$ cat config.mk
export PLATFORM = sky130hd
export DESIGN_NAME = swmf_median
export DESIGN_NICKNAME = d
export VERILOG_FILES = /design/src/sv/swmf_pkg.sv /design/src/sv/swmf_median.sv
export VERILOG_INCLUDE_DIRS = /design/src /design/src/sv
export SDC_FILE = /design/constraint.sdc
export NUM_CORES = 1
export LEC_CHECK = 0
export BUFFER_PORTS_ARGS = -buffer_cell sky130_fd_sc_hd__buf_4
export CAP_MARGIN = 10
export CORE_UTILIZATION = 35
export DETAILED_ROUTE_END_ITERATION = 10
export PLACE_DENSITY_LB_ADDON = 0.1
export SYNTH_ARGS = -nofsm -noshare
export SYNTH_HDL_FRONTEND = slang
export SYNTH_SLANG_ARGS = --single-unit
$ cat constraint.sdc
create_clock -name clk -period 10.47 [get_ports clk]
set_input_delay 0.5235 -clock clk [delete_from_list [all_inputs] [get_ports clk]]
set_output_delay 0.5235 -clock clk [all_outputs]
set_load 0.005 [all_outputs]
$ cat src/sv/sliding_window_median_filter_defines.svh
// ----------------------------------------------------------------------------
// Assertion macros for the median filter
// Concurrent checks clocked on clk and disabled during rst.
// ----------------------------------------------------------------------------
`ifndef SLIDING_WINDOW_MEDIAN_FILTER_DEFINES_SVH
`define SLIDING_WINDOW_MEDIAN_FILTER_DEFINES_SVH

`ifndef NO_ASSERTIONS
`define SWMF_ASSERT_IMP(lbl, ant, cons, msg) \
  lbl: assert property (@(posedge clk) disable iff (rst) (ant) |-> (cons)) else $error(msg);
`define SWMF_ASSERT_NXT(lbl, ant, cons, msg) \
  lbl: assert property (@(posedge clk) disable iff (rst) (ant) |=> (cons)) else $error(msg);
`define SWMF_ASSERT_ALW(lbl, expr, msg) \
  lbl: assert property (@(posedge clk) disable iff (rst) (expr)) else $error(msg);
`else
`define SWMF_ASSERT_IMP(lbl, ant, cons, msg)
`define SWMF_ASSERT_NXT(lbl, ant, cons, msg)
`define SWMF_ASSERT_ALW(lbl, expr, msg)
`endif

`endif

$ cat src/sv/swmf_pkg.sv
// ----------------------------------------------------------------------------
// swmf_pkg
// Sizes, register codes and shared types of the median filter.
// ----------------------------------------------------------------------------
package swmf_pkg;

  localparam int MAX_WINDOW = 7;
  localparam int MAX_WIDTH  = 1024;
  localparam int PIXEL_BITS = 8;

  localparam int WS_BITS = 3;
  localparam int W_BITS  = 11;
  localparam int H_BITS  = 14;

  localparam int MAX_HALF    = (MAX_WINDOW - 1) / 2;
  localparam int HALF_BITS   = $clog2(MAX_HALF + 1);
  localparam int SIDE_BITS   = $clog2(MAX_WINDOW + 1);
  localparam int RM_BITS     = $clog2(MAX_WINDOW);
  localparam int ROWSUM_BITS = $clog2(3 * MAX_WINDOW);
  localparam int COL_BITS    = $clog2(MAX_WIDTH);
  localparam int CX_BITS     = ((W_BITS > COL_BITS) ? W_BITS : COL_BITS) + 1;
  localparam int RX_BITS     = H_BITS + 1;
  localparam int COUNT_BITS  = H_BITS + W_BITS;

  localparam int WIN_LEN   = MAX_WINDOW * MAX_WINDOW;
  localparam int SLOT_BITS = $clog2(WIN_LEN);
  localparam int CNT_BITS  = $clog2(WIN_LEN + 1);

  localparam int MED_GROUP  = 8;
  localparam int MED_GROUPS = (WIN_LEN + MED_GROUP - 1) / MED_GROUP;
  localparam int PART_BITS  = $clog2(MED_GROUP + 1);

  localparam int LINE_DEPTH = MAX_WINDOW * (2 ** COL_BITS);
  localparam int ADDR_BITS  = RM_BITS + COL_BITS;

  localparam int CFG_IDX_BITS  = 2;
  localparam int CFG_DATA_BITS = H_BITS;

  localparam logic [WS_BITS-1:0] RST_WINDOW_SIZE  = WS_BITS'(3);
  localparam logic [W_BITS-1:0]  RST_IMAGE_WIDTH  = W_BITS'(640);
  localparam logic [H_BITS-1:0]  RST_IMAGE_HEIGHT = H_BITS'(480);

  typedef enum logic [CFG_IDX_BITS-1:0] {
    REG_WINDOW_SIZE  = 2'd0,
    REG_IMAGE_WIDTH  = 2'd1,
    REG_IMAGE_HEIGHT = 2'd2
  } cfg_reg_t;

  typedef struct packed {
    logic                  load;
    logic [SLOT_BITS-1:0]  slot;
    logic [PIXEL_BITS-1:0] data;
    logic                  go;
    logic [CNT_BITS-1:0]   len;
  } med_ctrl_t;

  typedef struct packed {
    logic                  done;
    logic [PIXEL_BITS-1:0] value;
  } med_stat_t;

endpackage

$ cat src/sv/swmf_median.sv
// ----------------------------------------------------------------------------
// swmf_median
// Window registers and a bit-serial radix select that finds the median.
// ----------------------------------------------------------------------------
`include "sliding_window_median_filter_defines.svh"

module swmf_median (
  input  logic                clk,
  input  logic                rst,
  input  swmf_pkg::med_ctrl_t ctrl,
  output swmf_pkg::med_stat_t stat
);
  import swmf_pkg::*;

  localparam logic [PIXEL_BITS-1:0] TOP_BIT = PIXEL_BITS'(1) << (PIXEL_BITS - 1);

  typedef enum logic [1:0] {PH_IDLE, PH_COUNT, PH_DECIDE} phase_t;

  phase_t                phase;
  logic [PIXEL_BITS-1:0] window_regs [WIN_LEN];
  logic [PIXEL_BITS-1:0] prefix;
  logic [PIXEL_BITS-1:0] hi_mask;
  logic [PIXEL_BITS-1:0] bsel;
  logic [CNT_BITS-1:0]   rank;
  logic [CNT_BITS-1:0]   len_q;
  logic [PART_BITS-1:0]  part [MED_GROUPS];
  logic [PART_BITS-1:0]  part_next [MED_GROUPS];
  logic [CNT_BITS-1:0]   cnt0;
  logic                  done;

  always_ff @(posedge clk) begin
    if (ctrl.load) begin
      window_regs[ctrl.slot] <= ctrl.data;
    end
  end

  always_comb begin
    int e;
    for (int g = 0; g < MED_GROUPS; g++) begin
      part_next[g] = '0;
      for (int k = 0; k < MED_GROUP; k++) begin
        e = g * MED_GROUP + k;
        if (e < WIN_LEN) begin
          if ((CNT_BITS'(e) < len_q) &&
              (((window_regs[e] ^ prefix) & hi_mask) == '0) &&
              ((window_regs[e] & bsel) == '0)) begin
            part_next[g] = part_next[g] + PART_BITS'(1);
          end
        end
      end
    end
  end

  always_comb begin
    cnt0 = '0;
    for (int g = 0; g < MED_GROUPS; g++) begin
      cnt0 = cnt0 + CNT_BITS'(part[g]);
    end
  end

  always_ff @(posedge clk) begin
    if (rst) begin
      phase <= PH_IDLE;
      done  <= 1'b0;
    end else begin
      done <= 1'b0;
      case (phase)
        PH_IDLE: begin
          if (ctrl.go) begin
            len_q   <= ctrl.len;
            rank    <= ctrl.len >> 1;
            prefix  <= '0;
            hi_mask <= '0;
            bsel    <= TOP_BIT;
            phase   <= PH_COUNT;
          end
        end
        PH_COUNT: begin
          part  <= part_next;
          phase <= PH_DECIDE;
        end
        PH_DECIDE: begin
          if (rank >= cnt0) begin
            prefix <= prefix | bsel;
            rank   <= rank - cnt0;
          end
          hi_mask <= (hi_mask >> 1) | TOP_BIT;
          bsel    <= bsel >> 1;
          if (bsel[0]) begin
            done  <= 1'b1;
            phase <= PH_IDLE;
          end else begin
            phase <= PH_COUNT;
          end
        end
        default: phase <= PH_IDLE;
      endcase
    end
  end

  assign stat.done  = done;
  assign stat.value = prefix;

  `SWMF_ASSERT_IMP(a_go_idle, ctrl.go, phase == PH_IDLE, "median start while busy")
  `SWMF_ASSERT_IMP(a_load_idle, ctrl.load, phase == PH_IDLE, "window load while busy")
  `SWMF_ASSERT_IMP(a_rank_range, phase != PH_IDLE, rank < len_q, "rank out of window")

endmodule
==> flow_summary.toml, run 1 <==
[pwr]
pwr-share-clk_pct = 42.9
p_sw_mw = 1.19
switching_share_pct = 26.3
peakVddDrop_mv = 0.108
powerDensity_nw_per_um2 = 152
combPwrFrac_pct = 11.7
p_int_mw = 3.33
leakage_nw = 10.9
seqPwrFrac_pct = 45.4

[critical_path]
critPathMaxFanout = 24
rr_worst_depth = 20
cp_data_arrival_time_ns = 6.64
cp_common_cell = "ha_1"
slowest_stage = "edfxtp_1"
path_class = "flip-flop to flip-flop"
crit_required_ns = 10.82
max_stage_delay_ns = 0.88
endpoint_kind = "flip-flop"
cp_cell_sequence = "buf_4 > xor2_1 > a22oi_1 > nand2_1 > nor4_1 > ha_1 > xnor2_1 > inv_1 > ha_1 > inv_1 > nand3_1 > and4_1 > or4_1 > or3_1 > nand3_2 > ha_1 > xor3_1 > and3_1 > o211ai_1 > xor2_1"
worstSetupStartpointType = "flip-flop"

[placement]
port_buffers = 32
place.gp.congestion = 0.821
dpl.cell_count = 3170
hpwl_um = 54500
dp_slack_ns = 4.25

[cts]
cts_buffers = 54
h-tree-depth = 2
cts.sinks = 456
cts-root-buf = "clkbuf_16"
cts_tree = "yes"
post_cts_buffers = 0
ctsResizeCount = 0
clkLatencyLatePin_ns = 0.62
postCtsHoldBufs = 0
clockBufferDepth = 3
cts.clk_slew.worst_paths_ns = 0.06

[die]
ioPinCount = 33
start_util_pct = 35.6
core_area_sq_um = 74900
die_w_um = 278
num_rows = 100
die_height_um = 278
die_area_sq_um = 77400

[drt]
vias = 19900
dr.first_iter.drc_count = 2124
drt-total-wl_um = 101000
drtAntennaViolNets = 0
vias_per_cell = 6.08
firstDrtPassIters = 8
drc = 0
wl_per_cell_um = 30.8

[logic_synthesis]
synthFlopType = "edfxtp_1"
syn-cell-area_sq_um = 26700
ys_types = 83
synth_area_per_cell_sq_um = 11.7
synth-seq-area-share_pct = 51.2
yosysWarningCount = 0
synthCells = 2273
async_flop_share_pct = 0
ys_ff_latch = 456
synth-edff-count = 453
syn_nets = 2368

[global_routing]
antenna_found_initial = 1
grt_max_degree = 54
grtUsageTotal_pct = 25.6
overflow = 0
grt_pass1_wl_um = 143000
grt_pass1_vias = 19700

[worst_hold_path]
min_path_cells = 1
hold_class = "primary input to flip-flop"

[cells_and_area]
layout.cells.non_filler = 3270
final_nets = 2352
drive_gt1_share_pct = 9.83
nFillCells = 7041
area.growth.synth_to_final_pct = 11.6
postLayoutCoreUtil_pct = 39.7

[timing]
max_freq_mhz = 159
rsz0062_at_grt = "no"
finalCriticalPeriod_ns = 6.29
fin_setup_tns_ns = 0
slew_headroom_pct = 17.6
drv_slew = 0
skew_ns = 0.0186
hold_viol = 0
tightest_slew_ns = 1.22
finalCritPeriodShare_pct = 60.1
setup_viol = 0
worst_slack_ns = 4.18

[status]
status = "finished, final reports clean"

[flow_run]
max_cap_violations = 0
[worst paths after layout]
kind	slack, ns	to	from
worst min-delay path	0.11	len_q[2]	ctrl[2]
worst min register to register	0.51	phase[1]	phase[0]
worst max register to register	4.18	part[23]	prefix[4]
worst max-delay path	4.18	part[23]	prefix[4]
[final cells by class]
cell class	count	area (sq um)	share of cell area, %
Multi-Input combinational cell	1574	12000	40.3
Clock inverter	36	373	1.25
Sequential cell	456	13700	45.9
Tap cell	969	1210	4.07
Clock buffer	63	1410	4.72
Antenna cell	1	2.50	0.00840
Timing Repair Buffer	91	821	2.76
Inverter	80	300	1.01
[cell usage after synthesis (11+ instances only)]
cell type	number	area share, %
buf_4	13	0.37
edfxtp_1	453	51
nand2_1	175	2.5
and4_1	11	0.36
fa_1	18	1.4
xnor2_1	44	1.4
xor2_1	428	14
a222oi_1	34	1.3
nand3_1	53	0.99
mux2_2	21	0.89
a221oi_1	64	2.1
buf_2	28	0.53
and2_1	25	0.59
nor2_1	93	1.3
buf_1	35	0.49
inv_1	79	1.1
a22oi_1	193	5.4
a21oi_1	15	0.28
nor3_1	28	0.53
ha_1	53	2.5
o21ai_0	26	0.49
nand4_1	49	1.1
a22o_1	63	2.1
clkbuf_1	81	1.1
or3_1	13	0.30
a211oi_1	12	0.34
[routing by layer]
metal / track usage (%) / share of wire, % / vias to the layer above
met2: 40.9 / 45 / 1010
met4: 8.22 / 3.2 / 2
met5: 0 / 0.012 / -
met3: 3.83 / 8.1 / 205
met1: 35.6 / 43 / 10200
li1: - / - / 8516
[per-stage QoR]
step | hold slack [ns] | cell area, sq um | power, mW
6_report | 0.106 | 29800 | 4.52
4_1_cts | 0.0762 | 29800 | 4.53
5_1_grt | 0.0872 | 29800 | 4.64
2_1_floorplan | 0.468 | 26700 | 2.40
3_5_place_dp | 0.507 | 28000 | 2.61
3_3_place_gp | 0.491 | 28000 | 2.61
[critical path: cells and delay by family (launching register included)]
| family | cells | cell delay [ns] |
|---|---|---|
| buf+inv | 3 | 0.79 |
| xor+xnor | 4 | 0.97 |
| simple gates | 8 | 1.97 |
| flops | 1 | 0.88 |
| fa+ha+maj | 3 | 0.96 |
| compound gates | 2 | 0.42 |
[power by group through the flow]
stage / clock network (mW) / logic [mW] / registers [mW]
2_1_floorplan: 0 / 0.318 / 2.08
3_3_place_gp: 0 / 0.523 / 2.09
3_5_place_dp: 0 / 0.524 / 2.09
4_1_cts: 1.96 / 0.526 / 2.05
5_1_grt: 2.02 / 0.566 / 2.05
6_report: 1.94 / 0.530 / 2.05
[sequential cells by signal, summed over array words and instances (netlist names), 2 cells and up]
name	cells
part	25
hi_mask	8
bsel	8
rank	6
window_regs	392
len_q	6
phase	2
prefix	8
[layout by cell type, fill, tap and decap left out, types with 8 or more instances in the layout]
| cell type | instances |
|---|---|
| nand4_1 | 49 |
| nand2_1 | 175 |
| inv_1 | 79 |
| xnor2_1 | 44 |
| nor2_1 | 93 |
| a21oi_1 | 15 |
| mux2_2 | 21 |
| a221oi_1 | 64 |
| edfxtp_1 | 453 |
| o21ai_0 | 26 |
| and4_1 | 11 |
| a211oi_1 | 12 |
| clkinv_2 | 13 |
| nor3b_1 | 8 |
| nor4_1 | 9 |
| buf_12 | 11 |
| a22o_1 | 63 |
| nand3_1 | 53 |
| xor2_1 | 428 |
| clkbuf_1 | 8 |
| buf_4 | 80 |
| nor3_1 | 27 |
| fa_1 | 18 |
| nor2b_1 | 9 |
| or3_1 | 13 |
| and2_1 | 25 |
| clkbuf_16 | 55 |
| ha_1 | 53 |
| and3_1 | 8 |
| a222oi_1 | 34 |
| a22oi_1 | 193 |
[kinds of logic after synthesis]
| logic type | Yosys count | share of synthesized area [%] |
|---|---|---|
| muxes | 26 | 1.07 |
| buffers and inverters | 243 | 3.90 |
| xor gates and xnor gates | 478 | 15.9 |
| AOI/OAI and AO/OA | 478 | 14.2 |
| DFF | 456 | 51.2 |
| and+or+nand+nor | 521 | 9.85 |
| adders and majority gates | 71 | 3.84 |
(Power assumes the default switching activity.)
==> run 2, diff against run 1 <==
clock period = 5.2 ns   (was 10.47 ns; I/O delays follow)
==> run 2 against run 1 <==
Effect of this change:
- via count rose by 6.3%
- global-route usage rose by 1.2 points
- clock skew rose by 0.011 ns
- largest power group is now clock
- highest routed layer unchanged
==> flow_summary.toml, run 2 (synthesized netlist as in run 1, its figures left out) <==
[die]
num_rows = 100
start_util_pct = 35.6
ioPinCount = 33
die_area_sq_um = 77400
core_area_sq_um = 74900
die_w_um = 278
die_height_um = 278

[critical_path]
endpoint_kind = "flip-flop"
critPathMaxFanout = 9
cp_top_family = "adder cells"
max_stage_delay_ns = 0.50
cp_cell_sequence = "buf_4 > buf_4 > xor2_1 > a22oi_1 > nand2_1 > or4_4 > inv_2 > ha_4 > xnor2_4 > inv_1 > ha_1 > mux2_4 > ha_4 > mux2_4 > ha_4 > mux2_4 > ha_4 > mux2_4 > ha_4 > nand2_1 > xor2_1 > xnor2_1"
worstSetupStartpointType = "flip-flop"
crit_required_ns = 5.57
critPathBufInv = 4
cp_data_arrival_time_ns = 5.45
slowest_stage = "or4_4"
path_class = "flip-flop to flip-flop"
cp_common_cell = "ha_4"

[flow_run]
max_cap_violations = 0

[drt]
dr.first_iter.drc_count = 2508
firstDrtPassIters = 6
drc = 0
wl_per_cell_um = 30.8
drt-total-wl_um = 107000
vias = 21100
drtAntennaViolNets = 0
vias_per_cell = 6.06

[timing]
drv_slew = 0
slew_headroom_pct = 20.8
tightest_slew_ns = 1.18
setup_viol = 0
finalCriticalPeriod_ns = 5.08
finalCritPeriodShare_pct = 97.6
hold_viol = 0
hold_slack_ns = 0.0517
fin_setup_tns_ns = 0
max_freq_mhz = 197
skew_ns = 0.0296
rsz0062_at_grt = "yes"

[cells_and_area]
final_common_cell = "edfxtp_1"
final_nets = 2572
regMostFlops = "window_regs"
final_cell_area_sq_um = 32700
final_cell_mix = "edfxtp_1 (453), xor2_1 (427), buf_4 (258)"
largest_register_ffs = 392
largestRegisters = "window_regs: 392 flops, part: 25 flops"
drive_gt1_share_pct = 21.1
postLayoutCoreUtil_pct = 43.7
area.growth.synth_to_final_pct = 22.6

[pwr]
pwr-share-clk_pct = 43.6
switching_share_pct = 25.6
p_sw_mw = 2.43
powerDensity_nw_per_um2 = 290
peakVddDrop_mv = 0.274
seqPwrFrac_pct = 43.4
p_int_mw = 7.07
leakage_nw = 12.1
power.total_mw = 9.50
combPwrFrac_pct = 13.0

[global_routing]
overflow = 0
grtUsageTotal_pct = 26.9
antenna_found_initial = 1
use_met2_pct = 42.9
use_met3_pct = 4.11
grt_pass1_vias = 20900
grt_use_met1_pct = 37.2
grt_pass1_wl_um = 150000
grt_max_degree = 50
top_usage_layer = "met2"

[cts]
clockBufferDepth = 3
clkLatencyLatePin_ns = 0.62
h-tree-depth = 2
cts.clk_slew.worst_paths_ns = 0.06
cts-root-buf = "clkbuf_16"
cts_tree = "yes"
cts_buffers = 55
cts.sinks = 456

[placement]
place.gp.congestion = 0.878
hpwl_um = 68100
port_buffers = 32
placedInstanceArea_sq_um = 30100

[worst_hold_path]
hold_class = "primary input to flip-flop"

[status]
status = "finished, final reports clean"
run 2: cell types whose count changed in the layout (fill, tap and decap cells not counted), moves of 10 or more:
cell / delta
ha_1: -28
inv_1: -13
buf_12: +15
a221oi_2: +10
buf_6: +10
mux2_4: +15
mux2_2: -15
buf_4: +178
ha_4: +26
a221oi_1: -11
run 2: area by class of cell:
type / instances / area [sq um]
diodes: 1 / 2.50
clock buffers: 71 / 1480
clock inverters: 28 / 429
fillers: 6863 / 42200
inverters: 80 / 312
multi-input cells: 1574 / 12800
flip-flops and latches: 456 / 13700
well taps: 969 / 1210
repair buffers: 310 / 2820
run 2: path summary, 6_finish.rpt:
check	startpoint	cells after the start	slack (ns)	end
setup / recovery	prefix[6]	22	0.12	part[14]
hold reg to reg	phase[0]	1	0.53	phase[1]
setup reg to reg	prefix[6]	22	0.12	part[14]
hold / removal	ctrl[6]	3	0.05	phase[0]
run 2: worst register-to-register path, stage by stage (launching register included):
cell and delay, ns:
edfxtp_1 0.44, buf_4 0.23, buf_4 0.19, xor2_1 0.16, a22oi_1 0.17, nand2_1 0.07
or4_4 0.50, inv_2 0.09, ha_4 0.22, xnor2_4 0.14, inv_1 0.06, ha_1 0.27
mux2_4 0.28, ha_4 0.22, mux2_4 0.28, ha_4 0.21, mux2_4 0.32, ha_4 0.24
mux2_4 0.28, ha_4 0.16, nand2_1 0.06, xor2_1 0.17, xnor2_1 0.08
run 2: per-layer routing:
layer | wire (um) | up-vias
met5 | 13 | -
met4 | 3480 | 2
li1 | - | 8972
met3 | 9130 | 208
met2 | 49100 | 1156
met1 | 45700 | 10800
run 2: timing repair:
item | in CTS | in global routing
endpoints found under the hold margin | 13 | 0
gates cloned | 0 | 5
endpoints found under the setup margin | 1 | 16
hold buffers | 7 | 0
gates resized for setup | 1 | 73
setup buffers | 0 | 32
pin swaps | 0 | 33
run 2: power by group through the flow:
stage                     clock network, mW  logic (mW)  registers [mW]
after floorplan                           0       0.718            4.19
after global placement                    0        1.15            4.21
after detailed placement                  0        1.16            4.21
after CTS                              4.19        1.17            4.13
after global routing                   4.31        1.30            4.13
final                                  4.14        1.24            4.13
run 2: stage by stage:
stage | instances | setup slack [ns]
floorplan | 2273 | -0.0924
global placement | 3344 | 0.00641
detailed placement | 3345 | 0.0518
CTS | 3451 | 0.0109
global route | 3488 | -0.0232
finish | 3489 | 0.122
==> run 3, diff against run 2 <==
CORE_ASPECT_RATIO = 1.1   (was default)
==> run 3 against run 2 <==
Effect of this change:
- sequential share of layout area grew 0.58 points
- utilization shrank 0.64 points
- combinational power is essentially flat
- worst hold slack gained 0.0017 ns
- clock-buffer cell count shrank 15
- largest cell class unchanged
- highest routed layer is now met4
==> flow_summary.toml, run 3 (synthesized netlist as in run 1, its figures left out) <==
[critical_path]
endpoint_kind = "flip-flop"
rr_worst_depth = 22
path_class = "flip-flop to flip-flop"
r2r_slack_ns = 0.14
r2r_start = "prefix[6]"
crit_required_ns = 5.54
critPathMaxFanout = 17
crit_path_start = "prefix[6]"
cp_data_arrival_time_ns = 5.40
critPathCapture = "part[14]"
reg2reg_to = "part[14]"
worstSetupStartpointType = "flip-flop"

[pwr]
leakage_nw = 11.9
peakVddDrop_mv = 0.254
powerDensity_nw_per_um2 = 285

[cells_and_area]
final_common_cell = "edfxtp_1"
drive_gt1_share_pct = 19.0
largest_register_ffs = 392
final_cell_mix = "edfxtp_1 (453), xor2_1 (425), buf_4 (200)"
register_area_sq_um = 13700
final_cell_area_sq_um = 32300
final_nets = 2516
largestRegisters = "window_regs: 392 flops, part: 25 flops"
regMostFlops = "window_regs"
multi_input_comb_area_sq_um = 12800
nFillCells = 6907
area.growth.synth_to_final_pct = 20.9

[timing]
hold_viol = 0
finalCritPeriodShare_pct = 97.3
slew_headroom_pct = 8.32
finalCriticalPeriod_ns = 5.06
drv_slew = 0
setup_viol = 0
hold_slack_ns = 0.0534
tightest_slew_ns = 1.37
skew_ns = 0.0237
max_freq_mhz = 198
rsz0062_at_grt = "yes"

[drt]
vias = 20600
wl_per_cell_um = 30.2
vias_per_cell = 5.91
drc = 0
drt-total-wl_um = 105000
dr.first_iter.drc_count = 2354
drtAntennaViolNets = 0
firstDrtPassIters = 7

[die]
num_rows = 105
start_util_pct = 35.6
die_w_um = 265
die_area_sq_um = 77400
die_height_um = 292
ioPinCount = 33
core_area_sq_um = 75000

[cts]
cts.sinks = 456
cts.clk_slew.worst_paths_ns = 0.06
clkLatencyLatePin_ns = 0.62
clockBufferDepth = 3
h-tree-depth = 2
cts-root-buf = "clkbuf_16"
cts_tree = "yes"
cts_buffers = 51

[global_routing]
grtUsageTotal_pct = 26.7
grt_pass1_wl_um = 148000
grt_max_degree = 50
grt_pass1_vias = 20500
antenna_found_initial = 1
overflow = 0

[flow_run]
max_cap_violations = 0

[placement]
place.gp.congestion = 0.848
port_buffers = 32
placedInstanceArea_sq_um = 29900
hpwl_um = 64700

[worst_hold_path]
hold_class = "primary input to flip-flop"

[status]
status = "finished, final reports clean"
## run 3: layout make-up
cell class              instances  share of cell area, %
clock inverters                40                   1.36
diodes                          1                0.00775
inverters                      80                  0.954
well taps                    1016                   3.94
clock buffers                  56                   4.08
multi-input cells            1574                   39.6
flip-flops and latches        456                   42.3
repair buffers                258                   7.77
## run 3: worst max-delay path, cell delays in order, from the launching register on
cell	delay, ns
edfxtp_1	0.42
buf_12	0.19
buf_4	0.16
xor2_1	0.15
a22oi_1	0.17
nand2_1	0.07
or4_4	0.55
inv_4	0.08
ha_4	0.21
xnor2_4	0.13
inv_1	0.06
ha_1	0.29
mux2_4	0.31
ha_4	0.23
mux2_4	0.28
ha_4	0.21
mux2_4	0.28
ha_4	0.22
mux2_4	0.27
ha_4	0.16
nand2_2	0.05
xor2_1	0.17
xnor2_1	0.09
## run 3: per-layer routing
layer	wire [um]	track usage, %	vias up
met3	7720	3.66	226
met1	44800	36.2	10500
met5	0	0	-
met4	3690	9.57	0
li1	-	-	8842
met2	48800	43.4	1001
## run 3: worst min-delay path by stage
stage | startpoint | end | cells after the start
after floorplan | rst | phase[1] | 1
after global placement | rst | phase[1] | 2
after detailed placement | rst | done | 2
after CTS | ctrl[6] | phase[0] | 3
after global routing | ctrl[6] | phase[0] | 3
final | ctrl[6] | phase[0] | 3
## run 3: per-stage QoR
stage / power [mW] / utilization, % / std cells / setup TNS (ns) / setup WS [ns]
floorplan: 4.91 / - / 2273 / -0.241 / -0.0924
global placement: 5.36 / 39.8 / 3343 / -0.0192 / -0.0192
detailed placement: 5.37 / 39.9 / 3344 / -0.189 / -0.0906
CTS: 9.20 / 42.3 / 3448 / 0 / 0.0133
global route: 9.45 / 43.0 / 3480 / -0.0610 / -0.0256
finish: 9.20 / 43.0 / 3481 / 0 / 0.139
## run 3: what timing repair did
action | CTS | global route
hold buffers | 7 | 0
gates resized for setup | 4 | 51
setup buffers | 1 | 30
pin swaps | 0 | 26
endpoints found under the hold margin | 12 | 0
setup endpoints to repair | 6 | 17
gates cloned | 0 | 2
## run 3: where the power goes
part / total, mW / internal [mW] / switching [mW]
sequential: 4.12 / 4.09 / 0.0329
clock: 3.85 / 2.27 / 1.58
combinational: 1.23 / 0.438 / 0.789
